### src/design/ciwx_pkg.sv
package ciwx_pkg;

  // Key table geometry
  localparam int TABLE_SIZE = 512;
  localparam int HALF_SIZE  = TABLE_SIZE / 2;
  localparam int ADDR_W     = $clog2(TABLE_SIZE);
  localparam int IDX_W      = $clog2(HALF_SIZE);

  localparam logic [7:0] OUT_MASK = 8'hAB;

  // APB register indexes
  localparam logic REG_P_SEED = 1'b0;
  localparam logic REG_G_SEED = 1'b1;

  typedef enum logic [1:0] {
    OP_GEN = 2'd0,
    OP_ENC = 2'd1,
    OP_DEC = 2'd2,
    OP_CLR = 2'd3
  } op_t;

  typedef enum logic [2:0] {
    ST_IDLE,
    ST_RD_LO,
    ST_RD_HI,
    ST_MIX,
    ST_DONE,
    ST_GEN
  } st_t;

  typedef enum logic [2:0] {
    KG_IDLE,
    KG_P1,
    KG_P2,
    KG_G1,
    KG_G2
  } kg_st_t;

  typedef struct packed {
    logic              en;
    logic [ADDR_W-1:0] addr;
    logic [7:0]        data;
  } kg_wr_t;

  function automatic logic [7:0] swap_nibbles(input logic [7:0] v);
    return {v[3:0], v[7:4]};
  endfunction

endpackage

### src/design/ciwx_key_ram.sv
module ciwx_key_ram (
  input  logic                    clk,
  input  ciwx_pkg::kg_wr_t        wr,
  input  logic [ciwx_pkg::ADDR_W-1:0] raddr,
  output logic [7:0]              rdata
);

  import ciwx_pkg::*;

  logic [7:0] mem [TABLE_SIZE];

  always_ff @(posedge clk) begin
    if (wr.en) begin
      mem[wr.addr] <= wr.data;
    end
  end

  always_ff @(posedge clk) begin
    rdata <= mem[raddr];
  end

endmodule

### config.mk
export PLATFORM = sky130hd
export DESIGN_NAME = ciwx_key_ram
export DESIGN_NICKNAME = d
export VERILOG_FILES = /design/src/design/ciwx_pkg.sv /design/src/design/ciwx_key_ram.sv
export SDC_FILE = /design/constraint.sdc
export NUM_CORES = 2
export LEC_CHECK = 0
export ABC_AREA = 1
export BUFFER_PORTS_ARGS = -buffer_cell sky130_fd_sc_hd__clkbuf_2
export CAP_MARGIN = 20
export CORE_ASPECT_RATIO = 0.9
export CORE_MARGIN = 4
export CORE_UTILIZATION = 35
export DETAILED_ROUTE_END_ITERATION = 16
export GPL_TIMING_DRIVEN = 1
export PLACE_DENSITY = 0.54
export SLEW_MARGIN = 5
export SYNTH_ARGS = -nofsm -noshare
export SYNTH_HDL_FRONTEND = slang
export SYNTH_SLANG_ARGS = --single-unit
### constraint.sdc
create_clock -name clk -period 4.7 [get_ports clk]
set_input_delay 0.235 -clock clk [delete_from_list [all_inputs] [get_ports clk]]
set_output_delay 0.235 -clock clk [all_outputs]
set_load 0.01 [all_outputs]
==> results by group <==
Run status
  – Run status: finished, final reports clean

Critical path
  – Crit Reg-Reg Endpoint: rdata[6]
  – Crit path top cell by count: nand3_1
  – Crit-path slowest cell: buf_4
  – Worst-path fanout max: 39
  – Crit path cell chain: buf_8, buf_4, buf_4, nand3_1, nand3_1, nand3_1, nand3_1, nand3_1, nand3_1, nand3_1, nand3_1, nand2_1, dlygate4sd3_1
  – R2R Path Start: mem[174][6]
  – Critical Path End Type: register
  – CP arrival: ~4.0 ns
  – Worst setup path class: in2reg
  – Critical Path Max Stage Delay: 0.58 ns
  – WP data required: 5.59 ns
  – Setup slack, reg-to-reg: between 1.5 and 2 ns
  – Type of origin of the critical path: input port
  – Critical path origin: raddr[1]
  – Register-to-Register Path Depth: 11

Min path
  – Hold path depth: 6
  – Hold WC Path Type: in2reg
  – WHS Endpoint: mem[362][0]
  – Hold Startpoint: wr[11]

Global routing
  – GR Util All Layers: 19.6%
  – First-pass GRT wire length: around 720 mm
  – GRT overflow: 0
  – Pin count of the biggest net entering global routing: 183
  – Vias in the first global route: 99.7k
  – Initial antenna violation count: 24

Final layout
  – Post-layout nets: 13.7k
  – Commonest non-fill, non-tap cells in the layout: nand2_1 (4145), edfxtp_1 (4096), nand3_1 (4080), nor2_1 (512), clkbuf_16 (408)
  – Most common cell after layout, fill and taps aside: nand2_1
  – Fin cells: between 20k and 25k
  – Layout area overhead: 11.8%
  – Ratio of cells with drive above 1 in the final layout: 6.54%

Yosys
  – Syn nets: 13.9k
  – Ys Warns: 0
  – Synthesized area per cell: 12.0 sq um
  – Synth Register Bits: around 4.1k
  – Mapped Area: 0.167 sq mm
  – Synth Instances: between 10k and 15k
  – Netlist cell types: 16
  – Seq/Total Area, Yosys: about three quarters

Clock network
  – Total CTS buffers: 402
  – Clock Latency Late Sink: 1.00 ns
  – CTS root buffer: clkbuf_16
  – Clock buffer depth: 4
  – CTS tree: yes
  – Reg clk slew, reported paths: roughly 0.070 ns
  – H-tree levels: 5
  – Post-CTS Setup Bufs: 0
  – Post_cts resized: 0
  – Num Clock Sinks: between 4k and 5k

Detailed routing
  – DR pass1 iterations: 6
  – Routed length per placed instance: ~24 um
  – Post-DRT Antenna Nets: 0
  – Vias/cell: 5.29
  – Residual DRC count: 0
  – Vias: around 110k
  – Routed WL: 495 mm
  – Initial DRC Count: ~12k

Placed design
  – Placed Cells: 19.5k
  – Final HPWL DP: 282 mm
  – Pre-CTS setup slack: slightly above 0.9 ns
  – I/O Buffers: 35
  – GPL Wtd Cong: between 0.8 and 0.9

Timing
  – Crit share post-route: 66.8%
  – Final Hold Fails: 0
  – Final Skew: 0.0531 ns
  – Headroom to the max-slew limit: 24.9%
  – Fmax: about 320 MHz
  – RSZ-0062 raised after global routing: no
  – Fin. max-slew vios: 0
  – Final setup viols: 0
  – Minimum clock period: 3.14 ns
  – Worst slew pin tran: 1.13 ns
  – Fin Setup TNS: 0 ns
  – Post-route worst setup slack: 1.56 ns

Floorplanning
  – Die height: 663 um
  – Num rows: 240
  – Core footprint: approximately 0.47 sq mm
  – Die area: 0.487 sq mm
  – I/O pin count: 36
  – Chip Width: between 700 and 800 um
  – Initial Utilization: 35.1%

Power and ir drop
  – Power per Cell Area: 415 mW/mm^2
  – Leak: 63.4 nW
  – Pwr Total: 77.3 mW
  – Worst vdd ir: approximately 0.32 mV

Flow run
  – Max cap viols: 0
## what timing repair did
| action | in CTS | in global routing |
|---|---|---|
| hold buffers | 11 | 0 |
| hold endpoints to repair | 713 | 0 |
| endpoints found under the setup margin | 0 | 0 |
## cell type report
cell class                      count  area [sq um]
Tap cell                         6292          7870
Clock buffer                      501         10600
Timing Repair Buffer              338          4010
Clock inverter                    237          2370
Fill cell                       44700        288000
Multi-Input combinational cell   8765         38100
Antenna cell                       13          32.5
Inverter                           39           203
Sequential cell                  4104        123000
## power by group
part | switching (mW) | total [mW] | internal [mW]
registers | 0.0327 | 40.3 | 40.3
logic | 3.66 | 4.76 | 1.10
clock network | 14.2 | 32.2 | 18.1
total | 17.9 | 77.3 | 59.4
## metal layers
layer  up-vias  track usage, %  share of wire [%]
met1     53700            28.8                 44
li1      49000               -                  -
met3       682            2.82                7.1
met2      3889            30.7                 46
met4         8            4.91                2.5
met5         -               0              0.012
## cells in the mapped netlist
master	n	area share (%)
buf_2	517	1.6
nor3_1	11	0.033
dfxtp_1	8	0.096
buf_6	72	0.49
inv_4	2	0.0075
inv_2	3	0.0068
edfxtp_1	4096	74
buf_8	4	0.036
nand3_1	4080	12
inv_1	34	0.077
nor2_1	514	1.2
clkbuf_1	184	0.41
buf_12	1	0.012
buf_1	82	0.18
nand2_1	4160	9.4
buf_4	123	0.55
## worst max-delay path by stage
stage	depth (start not counted)	to	slack [ns]
after floorplan	7	mem[212][0]	2.87
after global routing	14	rdata[6]	1.51
final	13	rdata[6]	1.56
after global placement	12	rdata[7]	0.89
after detailed placement	12	rdata[7]	0.93
after CTS	13	rdata[6]	1.70
## metrics by stage
step	utilization, %	hold WS [ns]	cell area (sq um)
3_3_place_gp	36.5	0.754	173000
4_1_cts	39.2	0.0988	186000
2_1_floorplan	-	0.334	167000
3_5_place_dp	36.5	0.722	173000
6_report	39.3	0.219	186000
5_1_grt	39.2	0.180	186000
## critical path: cells and delay by family
kind / cells / cell delay [ns]
and+or+nand+nor: 9 / 1.60
buffers and inverters: 4 / 2.06
## kinds of logic after synthesis
group                  after synthesis  synth area share (%)
buffers and inverters             1022                  3.33
and+or+nand+nor                   8765                  22.8
DFF                               4104                  73.9
## flip-flops by register name, indices dropped and copies added, names as in the netlist
name and flops:
mem 4096, rdata 8
(Power assumes the default switching activity.)
