==> src/design/ciwx_pkg.sv <==
package ciwx_pkg;

  // Key table geometry
  localparam int TABLE_SIZE = 512;
  localparam int HALF_SIZE  = TABLE_SIZE / 2;
  localparam int ADDR_W     = $clog2(TABLE_SIZE);
  localparam int IDX_W      = $clog2(HALF_SIZE);

  localparam logic [7:0] OUT_MASK = 8'hAB;

  // APB register indexes
  localparam logic REG_P_SEED = 1'b0;
  localparam logic REG_G_SEED = 1'b1;

  typedef enum logic [1:0] {
    OP_GEN = 2'd0,
    OP_ENC = 2'd1,
    OP_DEC = 2'd2,
    OP_CLR = 2'd3
  } op_t;

  typedef enum logic [2:0] {
    ST_IDLE,
    ST_RD_LO,
    ST_RD_HI,
    ST_MIX,
    ST_DONE,
    ST_GEN
  } st_t;

  typedef enum logic [2:0] {
    KG_IDLE,
    KG_P1,
    KG_P2,
    KG_G1,
    KG_G2
  } kg_st_t;

  typedef struct packed {
    logic              en;
    logic [ADDR_W-1:0] addr;
    logic [7:0]        data;
  } kg_wr_t;

  function automatic logic [7:0] swap_nibbles(input logic [7:0] v);
    return {v[3:0], v[7:4]};
  endfunction

endpackage

==> src/design/ciwx_mac.sv <==
module ciwx_mac (
  input  logic [7:0] a,
  input  logic [7:0] b,
  input  logic [7:0] c,
  input  logic       sub,
  output logic [7:0] y
);

  logic [15:0] prod;

  // Everything is mod 256: keep the low byte of the product
  assign prod = a * b;
  assign y    = sub ? (c - prod[7:0]) : (c + prod[7:0]);

endmodule

==> src/design/ciwx_keygen.sv <==
module ciwx_keygen (
  input  logic             clk,
  input  logic             rst,
  input  logic             start,
  input  logic [31:0]      p_seed,
  input  logic [31:0]      g_seed,
  output ciwx_pkg::kg_wr_t wr,
  output logic             done
);

  import ciwx_pkg::*;

  kg_st_t           st;
  kg_st_t           st_next;
  logic [31:0]      ps;
  logic [31:0]      gs;
  logic [7:0]       px;
  logic [7:0]       gx;
  logic [7:0]       t;
  logic [IDX_W-1:0] idx;
  logic [7:0]       mac_a;
  logic [7:0]       mac_b;
  logic [7:0]       mac_c;
  logic             mac_sub;
  logic [7:0]       mac_y;

  // One multiply-add shared by both halves and both steps of the recurrence
  ciwx_mac u_mac (
    .a   (mac_a),
    .b   (mac_b),
    .c   (mac_c),
    .sub (mac_sub),
    .y   (mac_y)
  );

  always_ff @(posedge clk) begin
    if (rst) begin
      st <= KG_IDLE;
    end else begin
      st <= st_next;
    end
  end

  always_comb begin
    st_next = st;
    mac_a   = px;
    mac_b   = ps[23:16];
    mac_c   = ps[15:8];
    mac_sub = 1'b0;
    wr.en   = 1'b0;
    wr.addr = {1'b0, idx};
    wr.data = px;
    done    = 1'b0;
    case (st)
      KG_IDLE: begin
        if (start) begin
          st_next = KG_P1;
        end
      end
      KG_P1: begin
        wr.en   = 1'b1;
        st_next = KG_P2;
      end
      KG_P2: begin
        mac_b   = t;
        mac_c   = ps[31:24];
        st_next = KG_G1;
      end
      KG_G1: begin
        mac_a   = gx;
        mac_b   = gs[23:16];
        mac_c   = gs[15:8];
        mac_sub = 1'b1;
        wr.en   = 1'b1;
        wr.addr = {1'b1, idx};
        wr.data = gx;
        st_next = KG_G2;
      end
      KG_G2: begin
        mac_a = gx;
        mac_b = t;
        mac_c = gs[31:24];
        if (idx == {IDX_W{1'b1}}) begin
          done    = 1'b1;
          st_next = KG_IDLE;
        end else begin
          st_next = KG_P1;
        end
      end
      default: begin
        st_next = KG_IDLE;
      end
    endcase
  end

  always_ff @(posedge clk) begin
    case (st)
      KG_IDLE: begin
        if (start) begin
          ps  <= p_seed;
          gs  <= g_seed;
          px  <= p_seed[7:0];
          gx  <= g_seed[7:0];
          idx <= '0;
        end
      end
      KG_P1:   t  <= mac_y;
      KG_P2:   px <= mac_y;
      KG_G1:   t  <= mac_y;
      KG_G2: begin
        gx  <= mac_y;
        idx <= idx + 1'b1;
      end
      default: ;
    endcase
  end

endmodule

==> config.mk <==
export PLATFORM = sky130hd
export DESIGN_NAME = ciwx_keygen
export DESIGN_NICKNAME = d
export VERILOG_FILES = /design/src/design/ciwx_pkg.sv /design/src/design/ciwx_mac.sv /design/src/design/ciwx_keygen.sv
export SDC_FILE = /design/constraint.sdc
export NUM_CORES = 1
export LEC_CHECK = 0
export ABC_AREA = 1
export BUFFER_PORTS_ARGS = -buffer_cell sky130_fd_sc_hd__buf_2
export CORE_MARGIN = 2
export CORE_UTILIZATION = 40
export DETAILED_ROUTE_END_ITERATION = 6
export PLACE_DENSITY = 0.64
export SETUP_SLACK_MARGIN = 0.05
export SYNTH_ARGS = -nofsm -noshare
export SYNTH_HDL_FRONTEND = slang
export SYNTH_SLANG_ARGS = --single-unit
==> constraint.sdc <==
create_clock -name clk -period 10.4 [get_ports clk]
set_input_delay 1.04 -clock clk [delete_from_list [all_inputs] [get_ports clk]]
set_output_delay 1.04 -clock clk [all_outputs]
set_load 0.01 [all_outputs]
==> run summary, run 1 <==
initial antenna violation count: 0
critical path depth: 28
most frequent cells in the layout: 164 x nand2_1, 89 x inv_1, 85 x buf_2
DRC errors left: 0
CTS Buf Count: 9
total grt overflow: 0
hold_buf cts: 0
Sw Pwr: 927 uW
clock latency on the worst-skew pair: 0.34 ns
register area: 2460 um2
postcts setup bufs: 0
maxcap violations: 0
fin crit share: 0.632
CP arrival: 6.67 ns
CP delay by family, top: adder cells
CTS tree: yes
final WL: 11.6 mm
net switching fraction of the power: 0.453
die area: 13,800 um2
register share of total power: 0.241
DR WL/cell: 13.9 um
Leakage: 0.00281 uW
RR Endpoint: gx[7]$_DFFE_PP_
FMAX: 152 MHz
Syn Std Cell Area: 5150 um2
slew at the pin closest to its max-slew limit: 0.774 ns
Die Y: 117 um
DP Cell Count: 815
Initial Util: 0.408
Final min period: 6.57 ns
number of synthesized register bits: 83
CTS root buffer: clkbuf_16
vias in the first global route: 3,788
Crit Reg-Reg Startpoint: st[2]$_SDFFE_PP0P_
Yosys cell types: 41
Tightest Hold Check Type: flop to flop
CP bufs+invs: 5
final slew viol count: 0
hold_sp: idx[4]$_SDFFCE_PP0P_
First-pass DRT Iterations: 5
Final #Nets: 759
r2r worst-path depth: 28
fillers: 1,182
status: finished clean
CTS sink count: 83
total number of vias: 3,962
Crit Path Class: flop to flop
Post-synth ARST share: 0
H-Tree Depth: 3
Mapped Avg Cell Area: 9.07 um2
# rows: 41
Max FO, Critical Path: 26
number of port buffers: 85
post-CTS sizing: 0
final RePlAce weighted congestion: 0.888
CP peak stage delay: 0.70 ns
Total Routing Usage GR: 0.172
first-pass GRT wire length: 18.6 mm
CP max stage cell: clkinv_1
P_int: 1120 uW
CP startpoint: st[2]$_SDFFE_PP0P_
Critical Path End: gx[7]$_DFFE_PP_
most area-hungry cell type in the Yosys netlist: edfxtp_1
remaining antenna violation count after routing: 0
Synth Flop Type: edfxtp_1
final setup vio count: 0
largest net degree at the start of global routing: 50
Slew HR: 0.481
Crit. End Element: flop
EDFF count, synth: 80
Via density: 4.77
Syn Nets: 673
Clk pwr share: 0.170
die width: 117 um
synth warn: 0
Setup Skew: 0.00728 ns
Layout area overhead: 17.5%
layout cells sized above 1: 0.214
ant diodes: 0
Final Non-Filler Cells: 831
io pins: 86
multi-input logic area: 2240 um2
worst reg-to-reg setup slack: 3.83 ns
Total Neg Setup Slack: 0 ns
share of the synthesized area in the top cell type: 0.466
Hold Fails Final Rpt: 0
Combinational Power Share: 0.589
top post-synthesis cells by area: edfxtp_1 47%, nand2_1 12%, inv_1 6.5%, ha_1 6.1%, fa_1 5.1%
most common cell after layout, fill and taps aside: nand2_1
Synth Instances: 568
Peak VDD IR: 340 uV
crit path launch type: flop
total core area: 12,600 um2
Detailed Place HPWL: 8.79 mm
RSZ-0062 raised after global routing: no
Clock Pin Slew Worst Setup and Hold Paths: 0.07 ns
Seq/Total Area, Yosys: 0.478
pwr dens: 338 nW/um2
DR iter-0 viols: 234
Req. time, crit path: 10.50 ns
Clock Tree Buf Depth: 2
==> worst min path at each step <==
stage,end,slack [ns],depth (start not counted)
final,idx[4]$_SDFFCE_PP0P_,0.64,2
after floorplan,st[0]$_SDFFE_PP0P_,0.60,2
after global routing,idx[0]$_SDFFCE_PP0P_,0.68,1
after CTS,idx[7]$_SDFFCE_PP0P_,0.65,1
after global placement,idx[0]$_SDFFCE_PP0P_,0.61,1
after detailed placement,idx[7]$_SDFFCE_PP0P_,0.64,1
==> routing by layer <==
layer  vias up  share of wire  track usage
li1       2000              -            -
met1      1832           0.43        0.217
met2       111           0.49        0.287
met3        19          0.058       0.0378
met4         0          0.026       0.0693
met5         -              0            0
==> state kept, by name (all words and copies together) (netlist names) <==
| signal | flops |
|---|---|
| gs | 24 |
| ps | 24 |
| gx | 8 |
| idx | 8 |
| px | 8 |
| t | 8 |
| st | 3 |
==> power by group through the flow <==
stage,clock [uW],combinational (uW),sequential (uW)
6_report,348,1210,492
5_1_grt,371,1340,497
4_1_cts,356,1200,492
3_5_place_dp,0,1190,499
3_3_place_gp,0,1170,498
2_1_floorplan,0,897,497
==> per-stage QoR <==
step / util / hold WS, ns / setup slack [ns] / cell area, um2 / total power, uW
finish: 0.479 / 0.643 / 3.83 / 6050 / 2050
global route: 0.479 / 0.682 / 3.42 / 6050 / 2200
CTS: 0.479 / 0.646 / 3.86 / 6050 / 2050
detailed placement: 0.454 / 0.635 / 3.94 / 5720 / 1690
global placement: 0.454 / 0.614 / 4.11 / 5720 / 1660
floorplan: - / 0.597 / 3.71 / 5150 / 1390
==> Yosys cell counts, drive strengths merged (4+ instances only) <==
cell type / n
buf: 8
xor2: 7
nand2: 179
o21ai: 26
inv: 94
xnor2: 8
fa: 13
clkbuf: 4
nand4: 5
nand3: 26
edfxtp: 80
ha: 25
a21oi: 19
nor2: 53
==> cell families (layout without fill, tap and decap cells) <==
group	after synthesis	in the layout	share of synthesized area
AND/OR/NAND/NOR	271	271	0.232
buffers and inverters	108	199	0.0879
flip-flops	83	83	0.478
AO/OA/AOI/OAI	53	53	0.0649
adder cells (fa/ha/maj)	38	38	0.111
XOR/XNOR	15	15	0.0255
==> layout make-up <==
type                            instances  area share
Clock buffer                            9      0.0372
Sequential cell                        83       0.407
Clock inverter                          7      0.0167
Timing Repair Buffer                   87      0.0728
Inverter                               96      0.0604
Tap cell                              172      0.0356
Multi-Input combinational cell        377       0.370
==> worst min-delay path: cells and delay by family, from the launching register on <==
| family | cells | cell delay, ns |
|---|---|---|
| buffers and inverters | 1 | 0.07 |
| flip-flops | 1 | 0.34 |
| AO/OA/AOI/OAI | 1 | 0.12 |
Note: power is estimated with default switching activity, not from simulation.
==> run 2: changes to the inputs <==
--- a/config.mk
+++ b/config.mk
@@ -10,7 +10,7 @@
 export CORE_MARGIN = 2
 export CORE_UTILIZATION = 40
 export DETAILED_ROUTE_END_ITERATION = 6
-export PLACE_DENSITY = 0.64
+export PLACE_DENSITY = 0.66
 export SETUP_SLACK_MARGIN = 0.05
 export SYNTH_ARGS = -nofsm -noshare
 export SYNTH_HDL_FRONTEND = slang
==> constraint.sdc (replaced) <==
create_clock -name clk -period 5.73 [get_ports clk]
set_input_delay 0.573 -clock clk [delete_from_list [all_inputs] [get_ports clk]]
set_output_delay 0.573 -clock clk [all_outputs]
set_load 0.01 [all_outputs]
==> run 2 against run 1 <==
Clock-buffer cell count unchanged; fmax rose by 19%; sequential cell count is the same; sequential power up 82%; hold slack got worse by 0.24 ns; core utilization is 4.8 points higher; worst setup slack worse by 3.6 ns; register-to-register slack got worse by 3.6 ns; cell area grew 9.9%; global-route usage grew 1.3 points; largest cell class unchanged; highest routed layer unchanged.
==> run summary, run 2 (synthesized netlist as in run 1, its figures left out) <==
Leakage: 0.00307 uW (was 0.00281 uW)
Final #Nets: 804 (was 759)
final WL: 13.0 mm (was 11.6 mm)
CTS tree: yes (unchanged)
fin crit share: 0.963 (was 0.632)
pwr dens: 640 nW/um2 (was 338 nW/um2)
final RePlAce weighted congestion: 0.947 (was 0.888)
most frequent cells in the layout: 159 x nand2_1, 85 x buf_2, 84 x inv_1 (was 164 x nand2_1, 89 x inv_1, 85 x buf_2)
CTS root buffer: clkbuf_16 (unchanged)
most frequent CP cell: inv_1
FMAX: 181 MHz (was 152 MHz)
# rows: 41 (unchanged)
most common cell after layout, fill and taps aside: nand2_1 (unchanged)
slew at the pin closest to its max-slew limit: 0.874 ns (was 0.774 ns)
fillers: 1,145 (was 1,182)
CP peak stage delay: 0.54 ns (was 0.70 ns)
number of port buffers: 85 (unchanged)
total core area: 12,600 um2 (unchanged)
DRC errors left: 0 (unchanged)
DR iter-0 viols: 211 (was 234)
Via density: 4.83 (was 4.77)
final setup vio count: 0 (unchanged)
Final min period: 5.52 ns (was 6.57 ns)
Die Y: 117 um (unchanged)
CP arrival: 5.61 ns (was 6.67 ns)
DR WL/cell: 14.9 um (was 13.9 um)
crit path launch type: flop (unchanged)
Final Hold Slack: 0.401 ns (was 0.643 ns)
Layout area overhead: 29.2% (was 17.5%)
vias in the first global route: 4,124 (was 3,788)
first-pass GRT wire length: 20.1 mm (was 18.6 mm)
First-pass DRT Iterations: 5 (unchanged)
register area: 2470 um2 (was 2460 um2)
io pins: 86 (unchanged)
layout cells sized above 1: 0.317 (was 0.214)
CP max stage cell: fa_1 (was clkinv_1)
maxcap violations: 0 (unchanged)
total number of vias: 4,229 (was 3,962)
Crit. End Element: flop (unchanged)
Final Cell Area: 6650 um2 (was 6050 um2)
Clock Pin Slew Worst Setup and Hold Paths: 0.07 ns (about the same)
hold_buf cts: 0 (unchanged)
CTS Buf Count: 9 (unchanged)
worst reg-to-reg setup slack: 0.21 ns (was 3.83 ns)
DP Area: 5890 um2 (was 5720 um2)
Crit Path Class: flop to flop (unchanged)
initial antenna violation count: 0 (unchanged)
die area: 13,800 um2 (unchanged)
remaining antenna violation count after routing: 0 (unchanged)
final slew viol count: 0 (unchanged)
Hold Fails Final Rpt: 0 (unchanged)
multi-input logic area: 2460 um2 (was 2240 um2)
Clock Tree Buf Depth: 2 (unchanged)
largest net degree at the start of global routing: 50 (unchanged)
Slew HR: 0.415 (was 0.481)
Initial Util: 0.408 (unchanged)
Setup Skew: 0.0111 ns (was 0.00728 ns)
CTS sink count: 83 (unchanged)
biggest regs: gs: 24 flops, ps: 24 flops (unchanged)
Detailed Place HPWL: 9.69 mm (was 8.79 mm)
total grt overflow: 0 (unchanged)
H-Tree Depth: 3 (unchanged)
Req. time, crit path: 5.82 ns (was 10.50 ns)
Peak VDD IR: 444 uV (was 340 uV)
die width: 117 um (unchanged)
clock latency on the worst-skew pair: 0.34 ns (about the same)
Tightest Hold Check Type: input pin to flop (was flop to flop)
Max FO, Critical Path: 7 (was 26)
Total Routing Usage GR: 0.184 (was 0.172)
status: finished clean (unchanged)
ant diodes: 0 (unchanged)
power consumption: 4260 uW (was 2050 uW)
[run 2: cell type report]
| class | instances | area share |
|---|---|---|
| Sequential cell | 83 | 0.372 |
| Multi-Input combinational cell | 377 | 0.369 |
| Timing Repair Buffer | 132 | 0.123 |
| Inverter | 96 | 0.0553 |
| Clock buffer | 9 | 0.0339 |
| Tap cell | 172 | 0.0324 |
| Clock inverter | 7 | 0.0137 |
[run 2: layer usage]
layer  global-route usage  vias up  routed length (um)
met5                    0        -                   0
met4               0.0768        0                 452
met3               0.0363       31                 729
met2                0.336      122                6810
met1                0.211     1991                5020
li1                     -     2085                   -
[run 2: worst paths after layout]
kind / from / to / cells past startpoint
max reg2reg: st[2]$_SDFFE_PP0P_ / gx[7]$_DFFE_PP_ / 32
min reg2reg: st[2]$_SDFFE_PP0P_ / st[0]$_SDFFE_PP0P_ / 2
max: st[2]$_SDFFE_PP0P_ / gx[7]$_DFFE_PP_ / 32
min: p_seed[21] / ps[21]$_DFFE_PP_ / 1
[run 2: through the flow]
step,setup slack [ns],TNS (ns),util,cells
after floorplan,0.214,0,-,568
after global placement,0.121,0,0.467,836
after detailed placement,-0.0250,-0.0250,0.467,836
after CTS,0.0537,0,0.494,852
after global routing,-0.0692,-0.122,0.527,876
final,0.212,0,0.527,876
[run 2: repair_timing]
item | 4_1_cts | 5_1_grt
gates resized for setup | 7 | 51
pin swaps | 0 | 35
gates cloned | 0 | 0
setup buffers | 0 | 24
setup endpoints to repair | 2 | 5
[run 2: critical path, delay by kind of cell, from the launching register on]
| family | cells | cell delay, ns |
|---|---|---|
| adder cells (fa/ha/maj) | 6 | 2.12 |
| AND/OR/NAND/NOR | 13 | 1.29 |
| buffers and inverters | 8 | 0.65 |
| XOR/XNOR | 3 | 0.51 |
| flip-flops | 1 | 0.39 |
| AO/OA/AOI/OAI | 2 | 0.31 |
[run 2: report_power, final]
group          total (uW)  switching, uW  internal (uW)
combinational        2740           1640           1100
clock                 622            241            381
sequential            896           41.3            855
